==> src/sv/jsu_pkg.sv <==
// Shared result codes and the result record type of the JSON string unescape unit.
`default_nettype none
package jsu_pkg;

  localparam logic [1:0] KIND_BYTE  = 2'd0;
  localparam logic [1:0] KIND_CLOSE = 2'd1;
  localparam logic [1:0] KIND_ERROR = 2'd2;

  localparam logic [2:0] ERR_EXPECTED_QUOTE = 3'd0;
  localparam logic [2:0] ERR_BAD_ESCAPE     = 3'd1;
  localparam logic [2:0] ERR_BAD_UNICODE    = 3'd2;
  localparam logic [2:0] ERR_CONTROL_BYTE   = 3'd3;
  localparam logic [2:0] ERR_UNTERMINATED   = 3'd4;

  localparam logic CMD_BYTE = 1'b0;
  localparam logic CMD_END  = 1'b1;

  localparam int MAX_RESULTS = 3;

  typedef struct packed {
    logic [1:0] kind;
    logic [7:0] out_byte;
    logic [2:0] error_code;
  } res_t;

endpackage
`default_nettype wire

==> src/sv/jsu_in_if.sv <==
// Input channel carrying commands and raw source bytes.
`default_nettype none
interface jsu_in_if;
  logic       valid;
  logic       ready;
  logic       command;
  logic [7:0] in_byte;

  modport source (output valid, output command, output in_byte, input ready);
  modport sink (input valid, input command, input in_byte, output ready);
endinterface
`default_nettype wire

==> src/sv/jsu_out_if.sv <==
// Output channel carrying decoded bytes, close markers and errors.
`default_nettype none
interface jsu_out_if;
  logic       valid;
  logic       ready;
  logic [1:0] kind;
  logic [7:0] out_byte;
  logic [2:0] error_code;
  logic       last;

  modport source (output valid, output kind, output out_byte, output error_code,
                  output last, input ready);
  modport sink (input valid, input kind, input out_byte, input error_code,
                input last, output ready);
endinterface
`default_nettype wire

==> src/sv/json_string_unescape_utf8_unit.sv <==
// JSON string unescaper with UTF-8 encoding of \u escapes, one source byte per transfer.
// Latency: the first result of an input transfer is offered in the cycle after it.
// Throughput: one input transfer per cycle while each gives at most one result and dst is
// ready; a \u escape that gives two or three bytes holds input until the last is taken.
// Reset is synchronous: the decoder returns to idle and any pending results are dropped.
`default_nettype none
module json_string_unescape_utf8_unit (
  input  wire logic clk,
  input  wire logic rst,
  jsu_in_if.sink    src,
  jsu_out_if.source dst
);
  import jsu_pkg::*;

  typedef enum logic [2:0] {
    MODE_IDLE = 3'd0,
    MODE_STR  = 3'd1,
    MODE_ESC  = 3'd2,
    MODE_HEX  = 3'd3,
    MODE_DONE = 3'd4,
    MODE_FAIL = 3'd5
  } mode_t;

  localparam logic [7:0] CH_QUOTE     = 8'h22;
  localparam logic [7:0] CH_BACKSLASH = 8'h5c;
  localparam logic [7:0] CH_SLASH     = 8'h2f;
  localparam logic [7:0] CH_B         = 8'h62;
  localparam logic [7:0] CH_F         = 8'h66;
  localparam logic [7:0] CH_N         = 8'h6e;
  localparam logic [7:0] CH_R         = 8'h72;
  localparam logic [7:0] CH_T         = 8'h74;
  localparam logic [7:0] CH_U         = 8'h75;
  localparam logic [7:0] CH_SPACE     = 8'h20;

  function automatic logic [4:0] hex_val(input logic [7:0] c);
    logic [4:0] r;
    r = 5'd0;
    if (c >= 8'h30 && c <= 8'h39) begin
      r = {1'b1, c[3:0]};
    end else if ((c >= 8'h61 && c <= 8'h66) || (c >= 8'h41 && c <= 8'h46)) begin
      r = {1'b1, c[3:0] + 4'd9};
    end
    return r;
  endfunction

  mode_t       mode;
  mode_t       mode_next;
  logic [1:0]  hex_count;
  logic [1:0]  hex_count_next;
  logic [15:0] code_point;
  logic [15:0] code_point_next;
  logic [15:0] cp_new;
  logic [4:0]  hv;

  res_t        ent [MAX_RESULTS];
  res_t        ent_next [MAX_RESULTS];
  logic [1:0]  n_res;
  logic [1:0]  rem;
  logic [1:0]  pos;

  logic        accept;
  logic        deliver;

  assign accept  = src.valid && src.ready;
  assign deliver = dst.valid && dst.ready;
  assign src.ready = (rem == 2'd0) || (rem == 2'd1 && dst.ready);

  assign dst.valid      = (rem != 2'd0);
  assign dst.kind       = ent[pos].kind;
  assign dst.out_byte   = ent[pos].out_byte;
  assign dst.error_code = ent[pos].error_code;
  assign dst.last       = (rem == 2'd1);

  assign hv     = hex_val(src.in_byte);
  assign cp_new = {code_point[11:0], hv[3:0]};

  always_comb begin
    mode_next       = mode;
    hex_count_next  = hex_count;
    code_point_next = code_point;
    n_res           = 2'd0;
    for (int i = 0; i < MAX_RESULTS; i++) begin
      ent_next[i] = '{kind: KIND_BYTE, out_byte: 8'h00, error_code: 3'd0};
    end
    if (src.command == CMD_END) begin
      case (mode)
        MODE_IDLE: begin
          n_res = 2'd1;
          ent_next[0] = '{kind: KIND_ERROR, out_byte: 8'h00, error_code: ERR_EXPECTED_QUOTE};
        end
        MODE_STR: begin
          n_res = 2'd1;
          ent_next[0] = '{kind: KIND_ERROR, out_byte: 8'h00, error_code: ERR_UNTERMINATED};
        end
        MODE_ESC: begin
          n_res = 2'd1;
          ent_next[0] = '{kind: KIND_ERROR, out_byte: 8'h00, error_code: ERR_BAD_ESCAPE};
        end
        MODE_HEX: begin
          n_res = 2'd1;
          ent_next[0] = '{kind: KIND_ERROR, out_byte: 8'h00, error_code: ERR_BAD_UNICODE};
        end
        default: begin
        end
      endcase
      mode_next       = MODE_IDLE;
      hex_count_next  = 2'd0;
      code_point_next = 16'h0000;
    end else begin
      case (mode)
        MODE_IDLE: begin
          if (src.in_byte == CH_QUOTE) begin
            mode_next = MODE_STR;
          end else begin
            n_res = 2'd1;
            ent_next[0] = '{kind: KIND_ERROR, out_byte: 8'h00,
                            error_code: ERR_EXPECTED_QUOTE};
            mode_next = MODE_FAIL;
          end
        end
        MODE_STR: begin
          if (src.in_byte == CH_QUOTE) begin
            n_res = 2'd1;
            ent_next[0] = '{kind: KIND_CLOSE, out_byte: 8'h00, error_code: 3'd0};
            mode_next = MODE_DONE;
          end else if (src.in_byte == CH_BACKSLASH) begin
            mode_next = MODE_ESC;
          end else if (src.in_byte < CH_SPACE) begin
            n_res = 2'd1;
            ent_next[0] = '{kind: KIND_ERROR, out_byte: 8'h00,
                            error_code: ERR_CONTROL_BYTE};
            mode_next = MODE_FAIL;
          end else begin
            n_res = 2'd1;
            ent_next[0] = '{kind: KIND_BYTE, out_byte: src.in_byte, error_code: 3'd0};
          end
        end
        MODE_ESC: begin
          n_res = 2'd1;
          mode_next = MODE_STR;
          case (src.in_byte)
            CH_QUOTE:     ent_next[0].out_byte = 8'h22;
            CH_BACKSLASH: ent_next[0].out_byte = 8'h5c;
            CH_SLASH:     ent_next[0].out_byte = 8'h2f;
            CH_B:         ent_next[0].out_byte = 8'h08;
            CH_F:         ent_next[0].out_byte = 8'h0c;
            CH_N:         ent_next[0].out_byte = 8'h0a;
            CH_R:         ent_next[0].out_byte = 8'h0d;
            CH_T:         ent_next[0].out_byte = 8'h09;
            CH_U: begin
              n_res           = 2'd0;
              mode_next       = MODE_HEX;
              hex_count_next  = 2'd0;
              code_point_next = 16'h0000;
            end
            default: begin
              ent_next[0] = '{kind: KIND_ERROR, out_byte: 8'h00,
                              error_code: ERR_BAD_ESCAPE};
              mode_next = MODE_FAIL;
            end
          endcase
        end
        MODE_HEX: begin
          if (!hv[4]) begin
            n_res = 2'd1;
            ent_next[0] = '{kind: KIND_ERROR, out_byte: 8'h00,
                            error_code: ERR_BAD_UNICODE};
            mode_next = MODE_FAIL;
          end else if (hex_count == 2'd3) begin
            if (cp_new <= 16'h007f) begin
              n_res = 2'd1;
              ent_next[0].out_byte = cp_new[7:0];
            end else if (cp_new <= 16'h07ff) begin
              n_res = 2'd2;
              ent_next[0].out_byte = 8'hc0 | {3'b000, cp_new[10:6]};
              ent_next[1].out_byte = 8'h80 | {2'b00, cp_new[5:0]};
            end else begin
              n_res = 2'd3;
              ent_next[0].out_byte = 8'he0 | {4'h0, cp_new[15:12]};
              ent_next[1].out_byte = 8'h80 | {2'b00, cp_new[11:6]};
              ent_next[2].out_byte = 8'h80 | {2'b00, cp_new[5:0]};
            end
            hex_count_next  = 2'd0;
            code_point_next = 16'h0000;
            mode_next       = MODE_STR;
          end else begin
            code_point_next = cp_new;
            hex_count_next  = hex_count + 2'd1;
          end
        end
        default: begin
        end
      endcase
    end
  end

  always_ff @(posedge clk) begin
    if (rst) begin
      mode       <= MODE_IDLE;
      hex_count  <= 2'd0;
      code_point <= 16'h0000;
      rem        <= 2'd0;
      pos        <= 2'd0;
    end else if (accept) begin
      mode       <= mode_next;
      hex_count  <= hex_count_next;
      code_point <= code_point_next;
      rem        <= n_res;
      pos        <= 2'd0;
    end else if (deliver) begin
      rem <= rem - 2'd1;
      pos <= pos + 2'd1;
    end
  end

  always_ff @(posedge clk) begin
    if (accept) begin
      for (int i = 0; i < MAX_RESULTS; i++) begin
        ent[i] <= ent_next[i];
      end
    end
  end

`ifndef NO_ASSERTIONS
  a_slot_range: assert property (@(posedge clk) disable iff (rst)
    ({1'b0, rem} + {1'b0, pos}) <= 3'd3)
    else $error("Pending results run past the result buffer.");

  a_single_non_byte: assert property (@(posedge clk) disable iff (rst)
    (dst.valid && dst.kind != KIND_BYTE) |-> (dst.last && pos == 2'd0))
    else $error("A close or error result is not the only result of its transfer.");

  a_end_restarts: assert property (@(posedge clk) disable iff (rst)
    (accept && src.command == CMD_END) |=>
      (mode == MODE_IDLE && hex_count == 2'd0 && code_point == 16'h0000))
    else $error("End of source did not return the decoder to idle.");

  a_hex_only_in_digits: assert property (@(posedge clk) disable iff (rst)
    (hex_count != 2'd0) |-> (mode == MODE_HEX || mode == MODE_FAIL))
    else $error("Hex digit count is set outside a unicode escape.");
`endif

endmodule
`default_nettype wire

==> src/flat_wrapper.sv <==
// flat-port wrapper written by rule: the top's interface ports become plain ports
module json_string_unescape_utf8_unit_flat import jsu_pkg::*;
  (clk, rst, src_valid, src_command, src_in_byte, src_ready, dst_valid, dst_kind, dst_out_byte, dst_error_code, dst_last, dst_ready);
  jsu_in_if src_i ();
  jsu_out_if dst_i ();
  input  wire logic clk;
  input  wire logic rst;
  input wire logic [$bits(src_i.valid)-1:0] src_valid;
  input wire logic [$bits(src_i.command)-1:0] src_command;
  input wire logic [$bits(src_i.in_byte)-1:0] src_in_byte;
  output wire logic [$bits(src_i.ready)-1:0] src_ready;
  output wire logic [$bits(dst_i.valid)-1:0] dst_valid;
  output wire logic [$bits(dst_i.kind)-1:0] dst_kind;
  output wire logic [$bits(dst_i.out_byte)-1:0] dst_out_byte;
  output wire logic [$bits(dst_i.error_code)-1:0] dst_error_code;
  output wire logic [$bits(dst_i.last)-1:0] dst_last;
  input wire logic [$bits(dst_i.ready)-1:0] dst_ready;
  assign src_i.valid = src_valid;
  assign src_i.command = src_command;
  assign src_i.in_byte = src_in_byte;
  assign src_ready = src_i.ready;
  assign dst_valid = dst_i.valid;
  assign dst_kind = dst_i.kind;
  assign dst_out_byte = dst_i.out_byte;
  assign dst_error_code = dst_i.error_code;
  assign dst_last = dst_i.last;
  assign dst_i.ready = dst_ready;
  json_string_unescape_utf8_unit u_core (.clk(clk), .rst(rst), .src(src_i), .dst(dst_i));
endmodule
==> config.mk <==
export PLATFORM = sky130hd
export DESIGN_NAME = json_string_unescape_utf8_unit_flat
export DESIGN_NICKNAME = d
export VERILOG_FILES = /design/src/sv/jsu_pkg.sv /design/src/sv/jsu_in_if.sv /design/src/sv/jsu_out_if.sv /design/src/sv/json_string_unescape_utf8_unit.sv /design/src/flat_wrapper.sv
export SDC_FILE = /design/constraint.sdc
export NUM_CORES = 1
export LEC_CHECK = 0
export ABC_AREA = 1
export CAP_MARGIN = 20
export CORE_ASPECT_RATIO = 1.5
export CORE_UTILIZATION = 36
export CTS_CLUSTER_DIAMETER = 80
export DETAILED_ROUTE_END_ITERATION = 16
export DONT_BUFFER_PORTS = 1
export GPL_TIMING_DRIVEN = 0
export PLACE_DENSITY = 0.48
export SYNTH_ARGS = -nofsm -noshare
export SYNTH_HDL_FRONTEND = slang
export SYNTH_SLANG_ARGS = --single-unit
==> constraint.sdc <==
create_clock -name clk -period 6.1 [get_ports clk]
set_clock_uncertainty 0.15 [all_clocks]
set_input_delay 0.61 -clock clk [delete_from_list [all_inputs] [get_ports clk]]
set_output_delay 0.61 -clock clk [all_outputs]
set_load 0.02 [all_outputs]
==> results.yml <==
synth:
  yosysUniqueCellTypes: 37
  netlist.area_leader.share_pct: 26.0
  syn_nets: 468
  syn-instance-count: 448
  yosysWarnings: 0
  yosysTopAreaCell: "edfxtp_1"
  netlist_top_cells_area: "edfxtp_1 26%, nand2_1 15%, dfxtp_1 15%, a21oi_1 8.2%, nor2_1 8.1%"
  avgSynthCellArea_um2: 6.96
  ys_seq_elements: 50
  ys_seq_area_share_pct: 40.8
  synth_area_um2: 3120
placed_design:
  place.port_buffers: 0
  placed_area_um2: 3250
  dp_cells: 555
  gp_congestion: 0.909
  pre_cts_slack_ns: 2.99
  place_hpwl_um: 6310
global_routing:
  grt_overflow: 0
  grt_pass1_wl_um: 13300
  antenna_found_initial: 0
  gr-usage-all-layers_pct: 19.0
  grt_max_degree: 30
  grt_pass1_vias: 2664
timing:
  fin_setup_tns_ns: 0
  fmax_ghz: 0.329
  maxSlewViolCount: 0
  relSlewSlack_pct: 30.3
  hold_viol_final: 0
  hold_ws_ns: 0.229
  worstMarginPinSlew_ns: 1.05
  setup_viol: 0
  period_share_pct: 49.9
  rsz0062_at_grt: "no"
  min_period_ns: 3.04
  worst_slack_ns: 3.06
cts:
  post_cts_buffers: 0
  cts_max_level: 2
  cts-hold-fix-buffers: 0
  cts.path.max_buffers: 2
  clk_pin_slew_ns: 0.07
  cts_root_buf: "clkbuf_16"
  clock_sinks: 50
  clk_latency_ns: 0.29
  cts_buffers: 5
  cts_resized: 0
  cts_tree: "built"
cells_and_area:
  drive_gt1_share_pct: 6.58
  syn_to_final_growth_pct: 9.51
  num-fill-cells: 943
  antennaDiodeCount: 0
  nNetsFinal: 475
  fin_cells: 563
  final_area_um2: 3420
  layout_commonest_cell: "nand2_1"
  final_cell_mix: "124 x nand2_1, 67 x nor2_1, 54 x inv_1"
power:
  irDropWorstVdd_v: 0.000130
  cellPowerDensity_nw_per_um2: 357
  leakage_nw: 1.45
floorplanning:
  fp.dieH_um: 116
  core_area_um2: 8410
  rows: 41
  initial_utilization_pct: 37.1
  die_x_um: 78
  ios: 29
  die_area_um2: 9050
critical_path:
  crit_chain: "inv_1 > ha_1 > nand2_1 > nand2_1 > nand2_1 > inv_1 > o21ai_1 > nand3b_4 > buf_6 > a21oi_1 > nor2_1"
  reg2reg_from: "u_core.rem[1]$_SDFFE_PP0P_"
  critPathMaxStageDelay_ns: 0.79
  critPathArrivalTime_ns: 3.08
  cpMostUsedCell: "nand2_1"
  worstSetupStartpoint: "u_core.rem[1]$_SDFFE_PP0P_"
  critPathSlowestCell: "inv_1"
  cp_max_fo: 29
  cpLargestDelayFamily: "buffers and inverters"
  critPathCaptureType: "flip-flop"
  path_buf_inv: 3
  crit_required_ns: 6.13
  path_class: "flip-flop to flip-flop"
  startpoint_type: "flip-flop"
min_path:
  hold_start: "rst"
  hold_path_class: "input port to flip-flop"
run:
  cap_viol_max_count: 0
route:
  remaining_drc_errors: 0
  firstDrtPassIters: 4
  drtIter0Drc: 115
  routed_via_density: 4.86
  wl_um: 7970
  num_vias: 2736
  routedWlPerCell_um: 14.2
  ant_nets: 0
status:
  status: "finished, final reports clean"
==> state kept, by name (all words and copies together), names as in the netlist, named ones only <==
register,count
u_core.rem,2
u_core.ent,27
u_core.hex_count,2
u_core.mode,3
u_core.code_point,12
u_core.pos,2
==> area by class of cell <==
cell class                      count  area, um2  area share, %
Multi-Input combinational cell    327       1550           45.3
Tap cell                          107        134           3.92
Inverter                           59        224           6.56
Clock inverter                      1       30.0          0.879
Sequential cell                    50       1270           37.2
Buffer                             12       76.3           2.23
Clock buffer                        7        133           3.88
==> worst register-to-register path, delay by kind of cell (launching register included) <==
family | cells | cell delay, ns
AOI/OAI and AO/OA | 2 | 0.33
DFF | 1 | 0.30
buffers and inverters | 3 | 1.06
adders and majority gates | 1 | 0.29
and+or+nand+nor | 5 | 0.80
==> final timing paths <==
check                                 endpoint  slack [ns]  cells after the start
max reg2reg  u_core.code_point[1]$_SDFFE_PP0P_        3.06                     11
min reg2reg  u_core.code_point[8]$_SDFFE_PP0P_        0.32                      2
max          u_core.code_point[1]$_SDFFE_PP0P_        3.06                     11
min           u_core.hex_count[0]$_SDFFE_PP0P_        0.23                      1
==> power by group <==
group / leakage (nW) / internal [mW] / switching (mW)
logic: 0.922 / 0.116 / 0.307
registers: 0.453 / 0.452 / 0.0360
clock network: 0.0781 / 0.194 / 0.113
total: 1.45 / 0.762 / 0.456
==> per-stage QoR <==
| step | utilization [%] | total power [mW] |
|---|---|---|
| 4_1_cts | 40.6 | 1.23 |
| 2_1_floorplan | - | 0.833 |
| 5_1_grt | 40.6 | 1.31 |
| 3_5_place_dp | 38.7 | 0.922 |
| 3_3_place_gp | 38.7 | 0.920 |
| 6_report | 40.6 | 1.22 |
==> synthesized netlist by cell type <==
master      n
nand3_2     1
and3_1      1
nand3b_1    2
nor3b_1     2
o211ai_1    1
or2_2       2
nand4_1     3
nor2_4      1
buf_6       4
nand4_2     1
a21oi_1    51
o21ai_1     1
buf_2       1
nand2_1   124
o22ai_1     1
xnor2_1     1
ha_1        7
inv_2       4
o21a_1      1
nor4_1      1
a32oi_1     1
inv_4       1
clkbuf_1    7
dfxtp_1    23
nor3_1      6
nor2_2      2
nand2_4     1
o21ai_0    20
inv_1      54
nand3b_4    1
a31oi_1     2
nor3_4      1
edfxtp_1   27
nand2_2     4
nand3_1    20
nor2_1     67
xor2_1      1
==> layer usage <==
| layer | share of wire (%) | track usage (%) | vias up | wire, um |
|---|---|---|---|---|
| met5 | 0 | 0 | - | 0 |
| met4 | 1.8 | 6.67 | 0 | 140 |
| met3 | 3.3 | 2.13 | 10 | 266 |
| met2 | 51 | 34.6 | 50 | 4040 |
| met1 | 44 | 23.2 | 1221 | 3530 |
| li1 | - | - | 1455 | - |
==> cell families after synthesis <==
logic type,Yosys count,share of synthesized area [%]
DFF,50,40.8
adders and majority gates,7,2.81
AOI/OAI and AO/OA,78,12.9
buffers and inverters,71,9.63
xor gates and xnor gates,2,0.562
and+or+nand+nor,240,33.3
Note: power is estimated with default switching activity, not from simulation.
